`config.mk`:
```
export PLATFORM = sky130hd
export DESIGN_NAME = content_disposition_tokenizer_top
export DESIGN_NICKNAME = d
export VERILOG_FILES = /design/src/sv/cdt_pkg.sv /design/src/sv/content_disposition_tokenizer_top.sv /design/src/sv/cdt_front.sv /design/src/sv/cdt_queue.sv /design/src/sv/cdt_back.sv
export VERILOG_INCLUDE_DIRS = /design/src /design/src/sv
export SDC_FILE = /design/constraint.sdc
export NUM_CORES = 1
export LEC_CHECK = 0
export BUFFER_PORTS_ARGS = -buffer_cell sky130_fd_sc_hd__clkbuf_2
export CAP_MARGIN = 20
export CORE_MARGIN = 1.5
export CORE_UTILIZATION = 45
export DETAILED_ROUTE_END_ITERATION = 8
export PLACE_DENSITY = 0.59
export SYNTH_ARGS = -nofsm -noshare
export SYNTH_HDL_FRONTEND = slang
export SYNTH_SLANG_ARGS = --single-unit
export TNS_END_PERCENT = 10
```
`constraint.sdc`:
```
create_clock -name i_clk -period 2.6 [get_ports i_clk]
set_input_delay 0.65 -clock i_clk [delete_from_list [all_inputs] [get_ports i_clk]]
set_output_delay 0.65 -clock i_clk [all_outputs]
set_load 0.03 [all_outputs]
```
`src/sv/content_disposition_tokenizer_top_macros.svh`:
```
//------------------------------------------------------------------------------
// content_disposition_tokenizer_top_macros.svh
// Assertion macros shared by the tokenizer RTL.
//------------------------------------------------------------------------------
`ifndef CONTENT_DISPOSITION_TOKENIZER_TOP_MACROS_SVH
`define CONTENT_DISPOSITION_TOKENIZER_TOP_MACROS_SVH

// Same-cycle implication, disabled during reset.
`define CDT_ASSERT_NOW(label, clk, rst_n, ante, cons) \
    label: assert property (@(posedge clk) disable iff (!rst_n) (ante) |-> (cons)) \
        else $error("cdt assertion failed");

// Next-cycle implication, disabled during reset.
`define CDT_ASSERT_NEXT(label, clk, rst_n, ante, cons) \
    label: assert property (@(posedge clk) disable iff (!rst_n) (ante) |=> (cons)) \
        else $error("cdt assertion failed");

`endif

```
`src/sv/cdt_pkg.sv`:
```
//------------------------------------------------------------------------------
// cdt_pkg
// Types, codes and byte classification for the Content-Disposition tokenizer.
//------------------------------------------------------------------------------
package cdt_pkg;

    localparam int HEADER_BYTES = 4096;
    localparam int POS_W        = 13;
    localparam int POS_LIMIT    = (HEADER_BYTES < 8191) ? HEADER_BYTES : 8191;
    localparam logic [POS_W-1:0] POS_CAP = POS_W'(POS_LIMIT);

    localparam int QUEUE_DEPTH = 2;
    localparam int QPTR_W      = (QUEUE_DEPTH > 1) ? $clog2(QUEUE_DEPTH) : 1;
    localparam int QCNT_W      = $clog2(QUEUE_DEPTH + 1);

    localparam logic [7:0] CH_NUL    = 8'h00;
    localparam logic [7:0] CH_TAB    = 8'h09;
    localparam logic [7:0] CH_LF     = 8'h0A;
    localparam logic [7:0] CH_CR     = 8'h0D;
    localparam logic [7:0] CH_SPACE  = 8'h20;
    localparam logic [7:0] CH_DQUOTE = 8'h22;
    localparam logic [7:0] CH_SEMI   = 8'h3B;
    localparam logic [7:0] CH_EQ     = 8'h3D;
    localparam logic [7:0] CH_BSLASH = 8'h5C;
    localparam logic [7:0] CH_LPAREN = 8'h28;
    localparam logic [7:0] CH_RPAREN = 8'h29;
    localparam logic [7:0] CH_LT     = 8'h3C;
    localparam logic [7:0] CH_GT     = 8'h3E;
    localparam logic [7:0] CH_AT     = 8'h40;
    localparam logic [7:0] CH_COMMA  = 8'h2C;
    localparam logic [7:0] CH_COLON  = 8'h3A;
    localparam logic [7:0] CH_SLASH  = 8'h2F;
    localparam logic [7:0] CH_LBRACK = 8'h5B;
    localparam logic [7:0] CH_RBRACK = 8'h5D;
    localparam logic [7:0] CH_QMARK  = 8'h3F;
    localparam logic [7:0] CH_LBRACE = 8'h7B;
    localparam logic [7:0] CH_RBRACE = 8'h7D;

    typedef enum logic [0:0] {
        CMD_BYTE = 1'b0,
        CMD_END  = 1'b1
    } t_cmd;

    typedef enum logic [3:0] {
        CLS_WS,
        CLS_LF,
        CLS_CR,
        CLS_NUL,
        CLS_SEMI,
        CLS_EQ,
        CLS_DQUOTE,
        CLS_BSLASH,
        CLS_SEP,
        CLS_OTHER
    } t_cls;

    typedef enum logic [3:0] {
        PS_FTYPE  = 4'd0,
        PS_TYPE   = 4'd1,
        PS_ETYPE  = 4'd2,
        PS_FPARAM = 4'd3,
        PS_PARAM  = 4'd4,
        PS_EPARAM = 4'd5,
        PS_FVAL   = 4'd6,
        PS_FQVAL  = 4'd7,
        PS_QVAL   = 4'd8,
        PS_SKIPQ  = 4'd9,
        PS_VAL    = 4'd10,
        PS_EVAL   = 4'd11,
        PS_LF     = 4'd12,
        PS_CR     = 4'd13,
        PS_CRLF   = 4'd14
    } t_pstate;

    typedef enum logic [2:0] {
        EV_NONE       = 3'd0,
        EV_TYPE_START = 3'd1,
        EV_TYPE_END   = 3'd2,
        EV_NAME_START = 3'd3,
        EV_NAME_END   = 3'd4,
        EV_VAL_START  = 3'd5,
        EV_VAL_END    = 3'd6,
        EV_DONE       = 3'd7
    } t_event;

    typedef struct packed {
        t_cmd cmd;
        t_cls cls;
    } t_item;

    function automatic t_cls classify(input logic [7:0] ch);
        t_cls cls;
        case (ch)
            CH_SPACE, CH_TAB: cls = CLS_WS;
            CH_LF:            cls = CLS_LF;
            CH_CR:            cls = CLS_CR;
            CH_NUL:           cls = CLS_NUL;
            CH_SEMI:          cls = CLS_SEMI;
            CH_EQ:            cls = CLS_EQ;
            CH_DQUOTE:        cls = CLS_DQUOTE;
            CH_BSLASH:        cls = CLS_BSLASH;
            CH_LPAREN, CH_RPAREN, CH_LT, CH_GT, CH_AT, CH_COMMA, CH_COLON,
            CH_SLASH, CH_LBRACK, CH_RBRACK, CH_QMARK, CH_LBRACE, CH_RBRACE:
                              cls = CLS_SEP;
            default:          cls = CLS_OTHER;
        endcase
        return cls;
    endfunction

endpackage

```
`src/sv/content_disposition_tokenizer_top.sv`:
```
//------------------------------------------------------------------------------
// Content-Disposition header tokenizer
// Takes one header byte (or an end-of-header marker) per beat and returns
// one result beat per input beat: a token boundary event, the byte position,
// a quoted flag and a sticky error flag. It sustains one beat per clock while
// neither side stalls; each result passes through the input classify register,
// the two-entry item queue and the parser output register, and
// either side may stall without holding up the other while the queue has room.
//------------------------------------------------------------------------------
`include "content_disposition_tokenizer_top_macros.svh"

module content_disposition_tokenizer_top (
    input  logic        i_clk,
    input  logic        i_rst_n,
    input  logic        i_valid,
    output logic        o_ready,
    input  logic [0:0]  i_cmd,
    input  logic [7:0]  i_char_in,
    output logic        o_valid,
    input  logic        i_ready,
    output logic [2:0]  o_event_res,
    output logic [12:0] o_position,
    output logic        o_quoted,
    output logic        o_error
);
    import cdt_pkg::*;

    logic  w_push;
    logic  w_full;
    logic  w_pop;
    logic  w_empty;
    t_item w_front_item;
    t_item w_queue_item;
    logic  w_ev_quiet;

    assign w_ev_quiet = (o_event_res == EV_NONE) || (o_event_res == EV_DONE);

    cdt_front u_front (
        .i_clk     (i_clk),
        .i_rst_n   (i_rst_n),
        .i_valid   (i_valid),
        .o_ready   (o_ready),
        .i_cmd     (i_cmd),
        .i_char_in (i_char_in),
        .o_push    (w_push),
        .o_item    (w_front_item),
        .i_full    (w_full)
    );

    cdt_queue u_queue (
        .i_clk   (i_clk),
        .i_rst_n (i_rst_n),
        .i_push  (w_push),
        .i_item  (w_front_item),
        .o_full  (w_full),
        .i_pop   (w_pop),
        .o_item  (w_queue_item),
        .o_empty (w_empty)
    );

    cdt_back u_back (
        .i_clk       (i_clk),
        .i_rst_n     (i_rst_n),
        .i_empty     (w_empty),
        .i_item      (w_queue_item),
        .o_pop       (w_pop),
        .o_valid     (o_valid),
        .i_ready     (i_ready),
        .o_event_res (o_event_res),
        .o_position  (o_position),
        .o_quoted    (o_quoted),
        .o_error     (o_error)
    );

    `CDT_ASSERT_NOW(a_push_not_full, i_clk, i_rst_n, w_push, !w_full)
    `CDT_ASSERT_NOW(a_pop_not_empty, i_clk, i_rst_n, w_pop, !w_empty)
    `CDT_ASSERT_NOW(a_error_no_token, i_clk, i_rst_n, o_valid && o_error, w_ev_quiet)
    `CDT_ASSERT_NEXT(a_pop_fills_output, i_clk, i_rst_n, w_pop, o_valid)

endmodule

```
`src/sv/cdt_front.sv`:
```
//------------------------------------------------------------------------------
// cdt_front
// Input stage: accept a beat, classify the byte, hand the item to the queue.
//------------------------------------------------------------------------------
module cdt_front (
    input  logic           i_clk,
    input  logic           i_rst_n,
    input  logic           i_valid,
    output logic           o_ready,
    input  logic [0:0]     i_cmd,
    input  logic [7:0]     i_char_in,
    output logic           o_push,
    output cdt_pkg::t_item o_item,
    input  logic           i_full
);
    import cdt_pkg::*;

    logic  r_valid;
    logic  n_valid;
    t_item r_item;
    logic  w_accept;

    assign o_ready  = !r_valid || !i_full;
    assign w_accept = i_valid && o_ready;
    assign o_push   = r_valid && !i_full;
    assign o_item   = r_item;

    always_comb begin
        n_valid = w_accept || (r_valid && i_full);
    end

    always_ff @(posedge i_clk) begin
        if (!i_rst_n) begin
            r_valid <= 1'b0;
        end else begin
            r_valid <= n_valid;
        end
    end

    always_ff @(posedge i_clk) begin
        if (w_accept) begin
            r_item.cmd <= t_cmd'(i_cmd);
            r_item.cls <= classify(i_char_in);
        end
    end

endmodule

```
`src/sv/cdt_queue.sv`:
```
//------------------------------------------------------------------------------
// cdt_queue
// Short FIFO of classified items between the front and back stages.
//------------------------------------------------------------------------------
module cdt_queue (
    input  logic           i_clk,
    input  logic           i_rst_n,
    input  logic           i_push,
    input  cdt_pkg::t_item i_item,
    output logic           o_full,
    input  logic           i_pop,
    output cdt_pkg::t_item o_item,
    output logic           o_empty
);
    import cdt_pkg::*;

    t_item              r_mem [QUEUE_DEPTH];
    logic [QPTR_W-1:0]  r_wptr;
    logic [QPTR_W-1:0]  r_rptr;
    logic [QCNT_W-1:0]  r_count;
    logic [QPTR_W-1:0]  n_wptr;
    logic [QPTR_W-1:0]  n_rptr;
    logic [QCNT_W-1:0]  n_count;
    logic               w_wr;
    logic               w_rd;

    assign o_full  = (r_count == QCNT_W'(QUEUE_DEPTH));
    assign o_empty = (r_count == '0);
    assign o_item  = r_mem[r_rptr];
    assign w_wr    = i_push && !o_full;
    assign w_rd    = i_pop && !o_empty;

    always_comb begin
        n_wptr  = r_wptr;
        n_rptr  = r_rptr;
        n_count = r_count;
        if (w_wr) begin
            n_wptr = (r_wptr == QPTR_W'(QUEUE_DEPTH - 1)) ? '0 : r_wptr + 1'b1;
        end
        if (w_rd) begin
            n_rptr = (r_rptr == QPTR_W'(QUEUE_DEPTH - 1)) ? '0 : r_rptr + 1'b1;
        end
        if (w_wr && !w_rd) begin
            n_count = r_count + 1'b1;
        end else if (w_rd && !w_wr) begin
            n_count = r_count - 1'b1;
        end
    end

    always_ff @(posedge i_clk) begin
        if (!i_rst_n) begin
            r_wptr  <= '0;
            r_rptr  <= '0;
            r_count <= '0;
        end else begin
            r_wptr  <= n_wptr;
            r_rptr  <= n_rptr;
            r_count <= n_count;
        end
    end

    always_ff @(posedge i_clk) begin
        if (w_wr) begin
            r_mem[r_wptr] <= i_item;
        end
    end

endmodule

```
`src/sv/cdt_back.sv`:
```
//------------------------------------------------------------------------------
// cdt_back
// Parse stage: run the header state machine on each queued item and
// register one result per item.
//------------------------------------------------------------------------------
module cdt_back (
    input  logic              i_clk,
    input  logic              i_rst_n,
    input  logic              i_empty,
    input  cdt_pkg::t_item    i_item,
    output logic              o_pop,
    output logic              o_valid,
    input  logic              i_ready,
    output logic [2:0]        o_event_res,
    output logic [12:0]       o_position,
    output logic              o_quoted,
    output logic              o_error
);
    import cdt_pkg::*;

    t_pstate           r_pstate;
    t_pstate           r_fold;
    logic [POS_W-1:0]  r_offset;
    logic              r_err;
    t_pstate           n_pstate;
    t_pstate           n_fold;
    logic [POS_W-1:0]  n_offset;
    logic              n_err;

    logic              r_out_valid;
    logic              n_out_valid;
    t_event            r_event;
    logic [POS_W-1:0]  r_pos;
    logic              r_quoted;
    logic              r_error;
    t_event            n_event;
    logic              n_quoted;
    logic              n_error;

    t_pstate           w_ns;
    t_pstate           w_nf;
    t_pstate           w_fold_to;
    t_event            w_ev;
    logic              w_bad;
    logic              w_q;

    assign o_pop       = !i_empty && (!r_out_valid || i_ready);
    assign o_valid     = r_out_valid;
    assign o_event_res = r_event;
    assign o_position  = r_pos;
    assign o_quoted    = r_quoted;
    assign o_error     = r_error;
    assign w_fold_to   = (i_item.cls == CLS_LF) ? PS_LF : PS_CR;

    // next state of the recognizer for one byte
    always_comb begin
        w_ns = r_pstate;
        w_nf = r_fold;
        case (i_item.cls)
            CLS_WS: begin
                case (r_pstate)
                    PS_FQVAL, PS_SKIPQ:      w_ns = PS_QVAL;
                    PS_TYPE:                 w_ns = PS_ETYPE;
                    PS_PARAM:                w_ns = PS_EPARAM;
                    PS_VAL:                  w_ns = PS_EVAL;
                    PS_LF, PS_CR, PS_CRLF:   w_ns = r_fold;
                    default:                 w_ns = r_pstate;
                endcase
            end
            CLS_LF, CLS_CR: begin
                case (r_pstate)
                    PS_TYPE: begin
                        w_nf = PS_ETYPE;
                        w_ns = w_fold_to;
                    end
                    PS_PARAM: begin
                        w_nf = PS_EPARAM;
                        w_ns = w_fold_to;
                    end
                    PS_VAL: begin
                        w_nf = PS_EVAL;
                        w_ns = w_fold_to;
                    end
                    PS_FTYPE, PS_FPARAM: begin
                        w_nf = r_pstate;
                        w_ns = w_fold_to;
                    end
                    PS_CR: begin
                        if (i_item.cls == CLS_LF) begin
                            w_ns = PS_CRLF;
                        end
                    end
                    default: w_ns = r_pstate;
                endcase
            end
            CLS_SEMI: begin
                case (r_pstate)
                    PS_FQVAL, PS_SKIPQ:                     w_ns = PS_QVAL;
                    PS_VAL, PS_PARAM, PS_TYPE, PS_ETYPE,
                    PS_EVAL:                                w_ns = PS_FPARAM;
                    default:                                w_ns = r_pstate;
                endcase
            end
            CLS_EQ: begin
                case (r_pstate)
                    PS_FQVAL, PS_SKIPQ:  w_ns = PS_QVAL;
                    PS_PARAM, PS_EPARAM: w_ns = PS_FVAL;
                    default:             w_ns = r_pstate;
                endcase
            end
            CLS_DQUOTE: begin
                case (r_pstate)
                    PS_SKIPQ: w_ns = PS_QVAL;
                    PS_FVAL:  w_ns = PS_FQVAL;
                    PS_QVAL:  w_ns = PS_EVAL;
                    default:  w_ns = r_pstate;
                endcase
            end
            CLS_BSLASH: begin
                case (r_pstate)
                    PS_FQVAL, PS_QVAL: w_ns = PS_SKIPQ;
                    PS_SKIPQ:          w_ns = PS_QVAL;
                    default:           w_ns = r_pstate;
                endcase
            end
            CLS_SEP: begin
                case (r_pstate)
                    PS_FQVAL, PS_SKIPQ: w_ns = PS_QVAL;
                    default:            w_ns = r_pstate;
                endcase
            end
            CLS_OTHER: begin
                case (r_pstate)
                    PS_SKIPQ, PS_FQVAL: w_ns = PS_QVAL;
                    PS_FTYPE:           w_ns = PS_TYPE;
                    PS_FPARAM:          w_ns = PS_PARAM;
                    PS_FVAL:            w_ns = PS_VAL;
                    default:            w_ns = r_pstate;
                endcase
            end
            default: w_ns = r_pstate;
        endcase
    end

    // event, error and quote flag for one byte
    always_comb begin
        w_ev  = EV_NONE;
        w_bad = 1'b0;
        w_q   = 1'b0;
        case (i_item.cls)
            CLS_WS: begin
                case (r_pstate)
                    PS_FQVAL: w_ev = EV_VAL_START;
                    PS_TYPE:  w_ev = EV_TYPE_END;
                    PS_PARAM: w_ev = EV_NAME_END;
                    PS_VAL:   w_ev = EV_VAL_END;
                    default:  w_ev = EV_NONE;
                endcase
            end
            CLS_LF, CLS_CR: begin
                case (r_pstate)
                    PS_TYPE:             w_ev  = EV_TYPE_END;
                    PS_PARAM:            w_ev  = EV_NAME_END;
                    PS_VAL:              w_ev  = EV_VAL_END;
                    PS_FTYPE, PS_FPARAM: w_ev  = EV_NONE;
                    PS_CR:               w_bad = (i_item.cls == CLS_CR);
                    default:             w_bad = 1'b1;
                endcase
            end
            CLS_NUL: w_bad = 1'b1;
            CLS_SEMI: begin
                case (r_pstate)
                    PS_FQVAL:                     w_ev = EV_VAL_START;
                    PS_VAL:                       w_ev = EV_VAL_END;
                    PS_PARAM:                     w_ev = EV_NAME_END;
                    PS_TYPE:                      w_ev = EV_TYPE_END;
                    PS_SKIPQ, PS_QVAL, PS_ETYPE,
                    PS_EVAL:                      w_ev = EV_NONE;
                    default:                      w_bad = 1'b1;
                endcase
            end
            CLS_EQ: begin
                case (r_pstate)
                    PS_FQVAL:                     w_ev = EV_VAL_START;
                    PS_PARAM:                     w_ev = EV_NAME_END;
                    PS_SKIPQ, PS_QVAL, PS_EPARAM: w_ev = EV_NONE;
                    default:                      w_bad = 1'b1;
                endcase
            end
            CLS_DQUOTE: begin
                case (r_pstate)
                    PS_QVAL: begin
                        w_ev = EV_VAL_END;
                        w_q  = 1'b1;
                    end
                    PS_SKIPQ, PS_FVAL: w_ev = EV_NONE;
                    default:           w_bad = 1'b1;
                endcase
            end
            CLS_BSLASH: begin
                case (r_pstate)
                    PS_FQVAL:          w_ev = EV_VAL_START;
                    PS_SKIPQ, PS_QVAL: w_ev = EV_NONE;
                    default:           w_bad = 1'b1;
                endcase
            end
            CLS_SEP: begin
                case (r_pstate)
                    PS_FQVAL:          w_ev = EV_VAL_START;
                    PS_SKIPQ, PS_QVAL: w_ev = EV_NONE;
                    default:           w_bad = 1'b1;
                endcase
            end
            CLS_OTHER: begin
                case (r_pstate)
                    PS_FTYPE:           w_ev = EV_TYPE_START;
                    PS_FPARAM:          w_ev = EV_NAME_START;
                    PS_FVAL, PS_FQVAL:  w_ev = EV_VAL_START;
                    default:            w_ev = EV_NONE;
                endcase
            end
            default: w_bad = 1'b1;
        endcase
    end

    // apply one item: end check, length cap or byte step
    always_comb begin
        n_pstate = r_pstate;
        n_fold   = r_fold;
        n_offset = r_offset;
        n_err    = r_err;
        n_event  = EV_NONE;
        n_quoted = 1'b0;
        n_error  = r_err;
        if (i_item.cmd == CMD_END) begin
            n_event = EV_DONE;
            if (!r_err) begin
                case (r_pstate)
                    PS_ETYPE, PS_EPARAM, PS_EVAL: n_event = EV_DONE;
                    PS_TYPE:                      n_event = EV_TYPE_END;
                    PS_PARAM:                     n_event = EV_NAME_END;
                    PS_VAL:                       n_event = EV_VAL_END;
                    default:                      n_error = 1'b1;
                endcase
            end
            n_pstate = PS_FTYPE;
            n_fold   = PS_FTYPE;
            n_offset = '0;
            n_err    = 1'b0;
        end else if (r_offset >= POS_CAP) begin
            n_err   = 1'b1;
            n_error = 1'b1;
        end else begin
            n_offset = r_offset + 1'b1;
            if (!r_err) begin
                if (w_bad) begin
                    n_err   = 1'b1;
                    n_error = 1'b1;
                end else begin
                    n_pstate = w_ns;
                    n_fold   = w_nf;
                    n_event  = w_ev;
                    n_quoted = w_q;
                end
            end
        end
        n_out_valid = o_pop || (r_out_valid && !i_ready);
    end

    always_ff @(posedge i_clk) begin
        if (!i_rst_n) begin
            r_pstate    <= PS_FTYPE;
            r_fold      <= PS_FTYPE;
            r_offset    <= '0;
            r_err       <= 1'b0;
            r_out_valid <= 1'b0;
        end else begin
            r_out_valid <= n_out_valid;
            if (o_pop) begin
                r_pstate <= n_pstate;
                r_fold   <= n_fold;
                r_offset <= n_offset;
                r_err    <= n_err;
            end
        end
    end

    always_ff @(posedge i_clk) begin
        if (o_pop) begin
            r_event  <= n_event;
            r_pos    <= r_offset;
            r_quoted <= n_quoted;
            r_error  <= n_error;
        end
    end

endmodule
```
# After elaboration in Yosys (flattened, before gate mapping)
# Memories as Yosys holds them, arrays and structs flattened. A register that Yosys moved wholly into a read port is not among the register bits.
# Cells that the tools add are included.
# op_classes
n_div,0
reduce_logical,51
addsub,5
mux,59
eq_ne,56
bitwise_logic,1
shifts,0
order_cmp,1
mul,0
# op_table
op,count
$eq A8 B6 Y1 const B,12
$eq A8 B7 Y1 const B,6
$mux W4,11
$eq A4 B4 Y1 const B,9
$pmux W4 S9,1
$eq A4 B3 Y1 const B,8
$pmux W4 S2,4
$pmux W4 S4,2
$pmux W4 S8,1
$pmux W3 S3,3
$mux W13,2
$eq A8 B4 Y1 const B,3
$mux W3,7
$pmux W4 S5,1
$reduce_or A2 Y1,10
$reduce_or A5 Y1,4
$mux W1,19
$pmux W3 S6,1
$reduce_and A14 Y1,1
$add A13 B1 Y13 const B,1
$ge A13 B13 Y1 const B,1
$reduce_or A13 Y1,1
$eq A4 B2 Y1 const B,3
$ne A4 B2 Y1 const B,3
32 further kinds,59
# word_totals
in_bits,13
out_inout_bits,20
mem_bits_rw,10
memories,1
latch_bits,0
regBits,51
rom_bits,0
word_cells,189
# memory_table
name,depth,word_bits,read_ports,rd_clocked_by_memory_dff,write_ports,line,rtl
u_queue.r_mem,2,5,1,1,1,cdt_queue.sv:17,t_item r_mem [QUEUE_DEPTH];

# Logic depth before layout (Yosys ltp)
# depth
word_depth,8
ltp_mapped,9
mapped_depth_nobuf,7

# By module
# A second synthesis with hierarchy kept.
# unflattened
cells_unflattened,398
area_unflattened_um2,3633.5
# by_module_without_submodules
module,area_per_inst_um2,seq_area_each_um2,cells_each,instances
cdt_back,2551.2,1001.0,299,1
cdt_queue,584.3,400.4,41,1
cdt_front,498.0,170.2,58,1

# Least setup slack after synthesis
# OpenSTA, ideal clock, no wires.
# synth_timing
kind,input port to flip-flop
start,input i_char_in[5]
end,"register u_front.r_item, in the netlist u_front.o_item[0] (data pin)"
path_slack_ns,0.232
t_arrival_ns,2.107
path_stages,7
required_time_ns,2.339
setup_time_ns,0.261
path_buffers,1
cell_sequence,clkbuf_1 inv_1 nor4b_1 o221ai_1 o22ai_1 a21oi_1 a311o_1
# synth_between
elab_chain_cells,3
word_cells_on_any_way,25
classes_between,eq/ne (21); mux (1); reduce/logical (3)
# synth_rtl
element,line,rtl
start: declaration,content_disposition_tokenizer_top.sv:18,"input logic [7:0] i_char_in,"
$eq A8 B6 Y1 (tied with other cells),cdt_pkg.sv:93,case (ch)
$reduce_or A13 Y1 / $reduce_or A2 Y1 (equally long branches),cdt_pkg.sv:93,
$pmux W4 S9 (*),cdt_pkg.sv:93,
end: declaration,cdt_front.sv:20,t_item r_item;
# Mark *: on every way between the ends. The rest lies on a longest branch, timed or not.
# A chain may end at the register's enable or synchronous reset.

# Final worst setup path
# layout_timing
start,register u_back.r_pstate[2]
end,register u_back.r_fold[2]
# layout_between
elab_chain_cells,8
word_cells_on_any_way,34
classes_between,eq/ne (13); mux (12); reduce/logical (9)
# layout_rtl
element,line,rtl
start: declaration,cdt_back.sv:21,t_pstate r_pstate;
start signal: assignment,cdt_back.sv:280,r_pstate <= n_pstate;
branches (longest 8 deep; another with $pmux W1 S6),--,
end signal: assignment,cdt_back.sv:281,r_fold <= n_fold;
end: declaration,cdt_back.sv:22,t_pstate r_fold;
# Several ways; the timed one is not identified. The select of a mux whose other input is x is not followed.

==> metrics.cfg <==
[status]
status = finished, final reports clean

[sta]
finalHoldViolCount = 0
slew_headroom_pct = 65.2
rsz0062_at_grt = no
setup_tns_ns = 0
finalMaxSlewViolations = 0
fin_crit_sh_pct = 94.6
setup_viol = 0
skew_ns = 0.0102
max_freq_ghz = 0.407
fin_crit_ns = 2.46
worst_pin_slew_ns = 0.521

[logic_synthesis]
synth_top_cell_area_share_pct = 26.9
ys_ff_latch = 62
syn_area_per_cell_um2 = 8.96
synthCells = 412
yosysUniqueCellTypes = 70
yosysSeqAreaShare_pct = 42.6
syn-cell-area_mm2 = 0.00369
yosys_warnings = 0
yosysTopAreaCell = edfxtp_1
ys_async_sr_fraction_pct = 0
synth_edf_count = 33
ys.flop_type = edfxtp_1
syn-num-nets = 428
synthTopCellsByArea = edfxtp_1, dfxtp_1, nand2_1

[cts]
ctsHtreeMaxLevel = 3
cts.path.max_buffers = 2
insertion_delay_ns = 0.34
cts_buffers = 9
cts.sinks = 62
clkTransAtPathRegs_ns = 0.07
cts_tree = built
cts_root_buf = clkbuf_8

[die]
initial_core_util_pct = 47.0
die_y_um = 93.6
die_area_mm2 = 0.00875
floorplan.rows = 32
core-area_mm2 = 0.00785
io_pins = 33
die_w_um = 93.6

[grt]
grt_pass1_vias = 3081
grt_usage_pct = 22.8
antenna_found_initial = 0
grt_max_degree = 25
grt_pass1_wl_um = 15300
grt_overflow = 0

[power_and_ir_drop]
p_leak_nw = 1.56
p_comb_share_pct = 39.1
irDropWorstVdd_mv = 0.486
power.internal_mw = 2.08
p_seq_share_pct = 39.7
cellPowerDensity_mw_per_mm2 = 799
swShare_pct = 39.1
clkPwrFrac_pct = 21.2
p_switching_mw = 1.34

[route]
first_pass_iters = 4
wl_met2_um = 4250
vias_per_cell = 5.97
met3_length_um = 558
via_count = 3341
final_antenna_net_count = 0
avgRoutedWirePerCell_um = 16.6
totalWireLength_um = 9300
routed.top_layer = met4
drc = 0
met1_length_um = 4220
first_iter_violations = 208

[layout]
final_cell_mix = nand2_1, nor2_1, edfxtp_1
drive_gt1_share_pct = 19.7
final_common_cell = nand2_1
final_nets = 469
num_antenna_cells = 0
utilization_pct = 54.4
syn_to_final_growth_pct = 15.8

[hold_path]
hp-class = register to register
hold_path_depth = 0

[setup_path]
critical_path_class = register to register
arrival_ns = 2.72
worstSetupStartpointType = register
required_ns = 2.86
cp-end-kind = register
r2r_cells = 7
crit_fanout = 5

[placement]
gp_congestion = 0.949
dp_hpwl_um = 6810
io_buffer_count = 32

[run]
max-cap-violations = 0

==> layer usage <==
layer	vias to the layer above	track usage, %
met2	127	35.0
met3	21	4.23
met1	1565	30.8
met4	0	10.9
met5	-	0
li1	1628	-
==> cells by family after synthesis <==
kind of cell / Yosys count / synth area share [%]
simple gates: 153 / 21.8
mux: 7 / 2.00
buf+inv: 42 / 4.82
compound gates: 128 / 23.7
flops: 62 / 42.6
fa+ha+maj: 3 / 1.02
xor+xnor: 17 / 4.04
==> final timing paths <==
kind	start	to	slack [ns]
min	u_front.o_item[0]$_DFFE_PP_	u_queue.r_mem[0][0]$_DFFE_PP_	0.45
max	u_back.r_pstate[2]$_SDFFE_PN0P_	u_back.r_fold[2]$_SDFFE_PN0P_	0.14
max reg2reg	u_back.r_pstate[2]$_SDFFE_PN0P_	u_back.r_fold[2]$_SDFFE_PN0P_	0.14
min reg2reg	u_front.o_item[0]$_DFFE_PP_	u_queue.r_mem[0][0]$_DFFE_PP_	0.45
==> what timing repair did <==
item / CTS / global route
buffers inserted: 0 / 0
gates resized for setup: 0 / 3
endpoints found under the setup margin: 0 / 8
hold buffers: 0 / 0
==> metrics by stage <==
| step | instance area, um2 | hold slack, ns | setup slack, ns | total power [mW] | instances |
|---|---|---|---|---|---|
| CTS | 4270 | 0.447 | 0.0932 | 3.42 | 560 |
| finish | 4270 | 0.446 | 0.140 | 3.42 | 560 |
| detailed placement | 4100 | 0.432 | 0.114 | 2.70 | 544 |
| floorplan | 3690 | 0.406 | 0.232 | 2.27 | 412 |
| global placement | 4100 | 0.423 | 0.154 | 2.69 | 544 |
| global route | 4270 | 0.464 | 0.00188 | 3.63 | 560 |
==> power groups by stage <==
stage                     clock network (mW)  registers [mW]  logic (mW)
after floorplan                            0            1.54       0.735
after global placement                     0            1.37        1.32
after detailed placement                   0            1.38        1.32
after CTS                              0.737            1.35        1.33
after global routing                   0.782            1.38        1.47
final                                  0.723            1.36        1.34
==> flip-flops by register name, summed over array words and instances (netlist names), named ones only <==
register            flops
u_queue.r_mem          10
u_back.o_valid          1
u_back.r_offset        13
u_back.r_pstate         4
u_back.r_fold           4
u_back.r_err            1
u_queue.r_rptr          1
u_queue.r_wptr          1
u_front.r_valid         1
u_back.o_error          1
u_back.o_event_res      3
u_back.o_quoted         1
u_queue.r_count         2
u_back.o_position      13
u_front.o_item          5
==> critical path, cell delays in order, from the launching register on <==
cell and delay [ns]:
dfxtp_1 0.43, or3b_4 0.44, o211ai_1 0.19, o311ai_1 0.12
a22o_1 0.26, a211o_1 0.35, or3_4 0.43, o22ai_1 0.17
==> area by class of cell <==
type	instances	area, um2
well taps	102	128
inverters	14	52.6
fillers	743	3570
clock buffers	11	131
repair buffers	58	405
clock inverters	5	36.3
flip-flops and latches	62	1570
multi-input cells	308	1950
==> cell usage after synthesis, types with 3 or more instances <==
| master | n |
|---|---|
| mux2i_1 | 4 |
| nor2_1 | 33 |
| a31oi_1 | 6 |
| o21ai_0 | 23 |
| nor4_1 | 3 |
| xor2_1 | 13 |
| o211ai_1 | 5 |
| and2_1 | 10 |
| nand3b_1 | 7 |
| or3_1 | 3 |
| a22o_1 | 7 |
| mux2_2 | 3 |
| and3_1 | 3 |
| o32a_1 | 3 |
| a31o_2 | 3 |
| nand2_1 | 36 |
| a21oi_1 | 25 |
| nor3_1 | 14 |
| o32ai_1 | 4 |
| a41oi_1 | 3 |
| inv_1 | 14 |
| ha_1 | 3 |
| dfxtp_1 | 29 |
| clkbuf_1 | 19 |
| xnor2_1 | 4 |
| nand4_1 | 4 |
| buf_2 | 4 |
| nand3_1 | 13 |
| nand2b_1 | 6 |
| a21boi_0 | 6 |
| edfxtp_1 | 33 |
| nor2b_1 | 4 |
| o22ai_1 | 11 |
No activity file was read; power rests on OpenSTA's default activity.
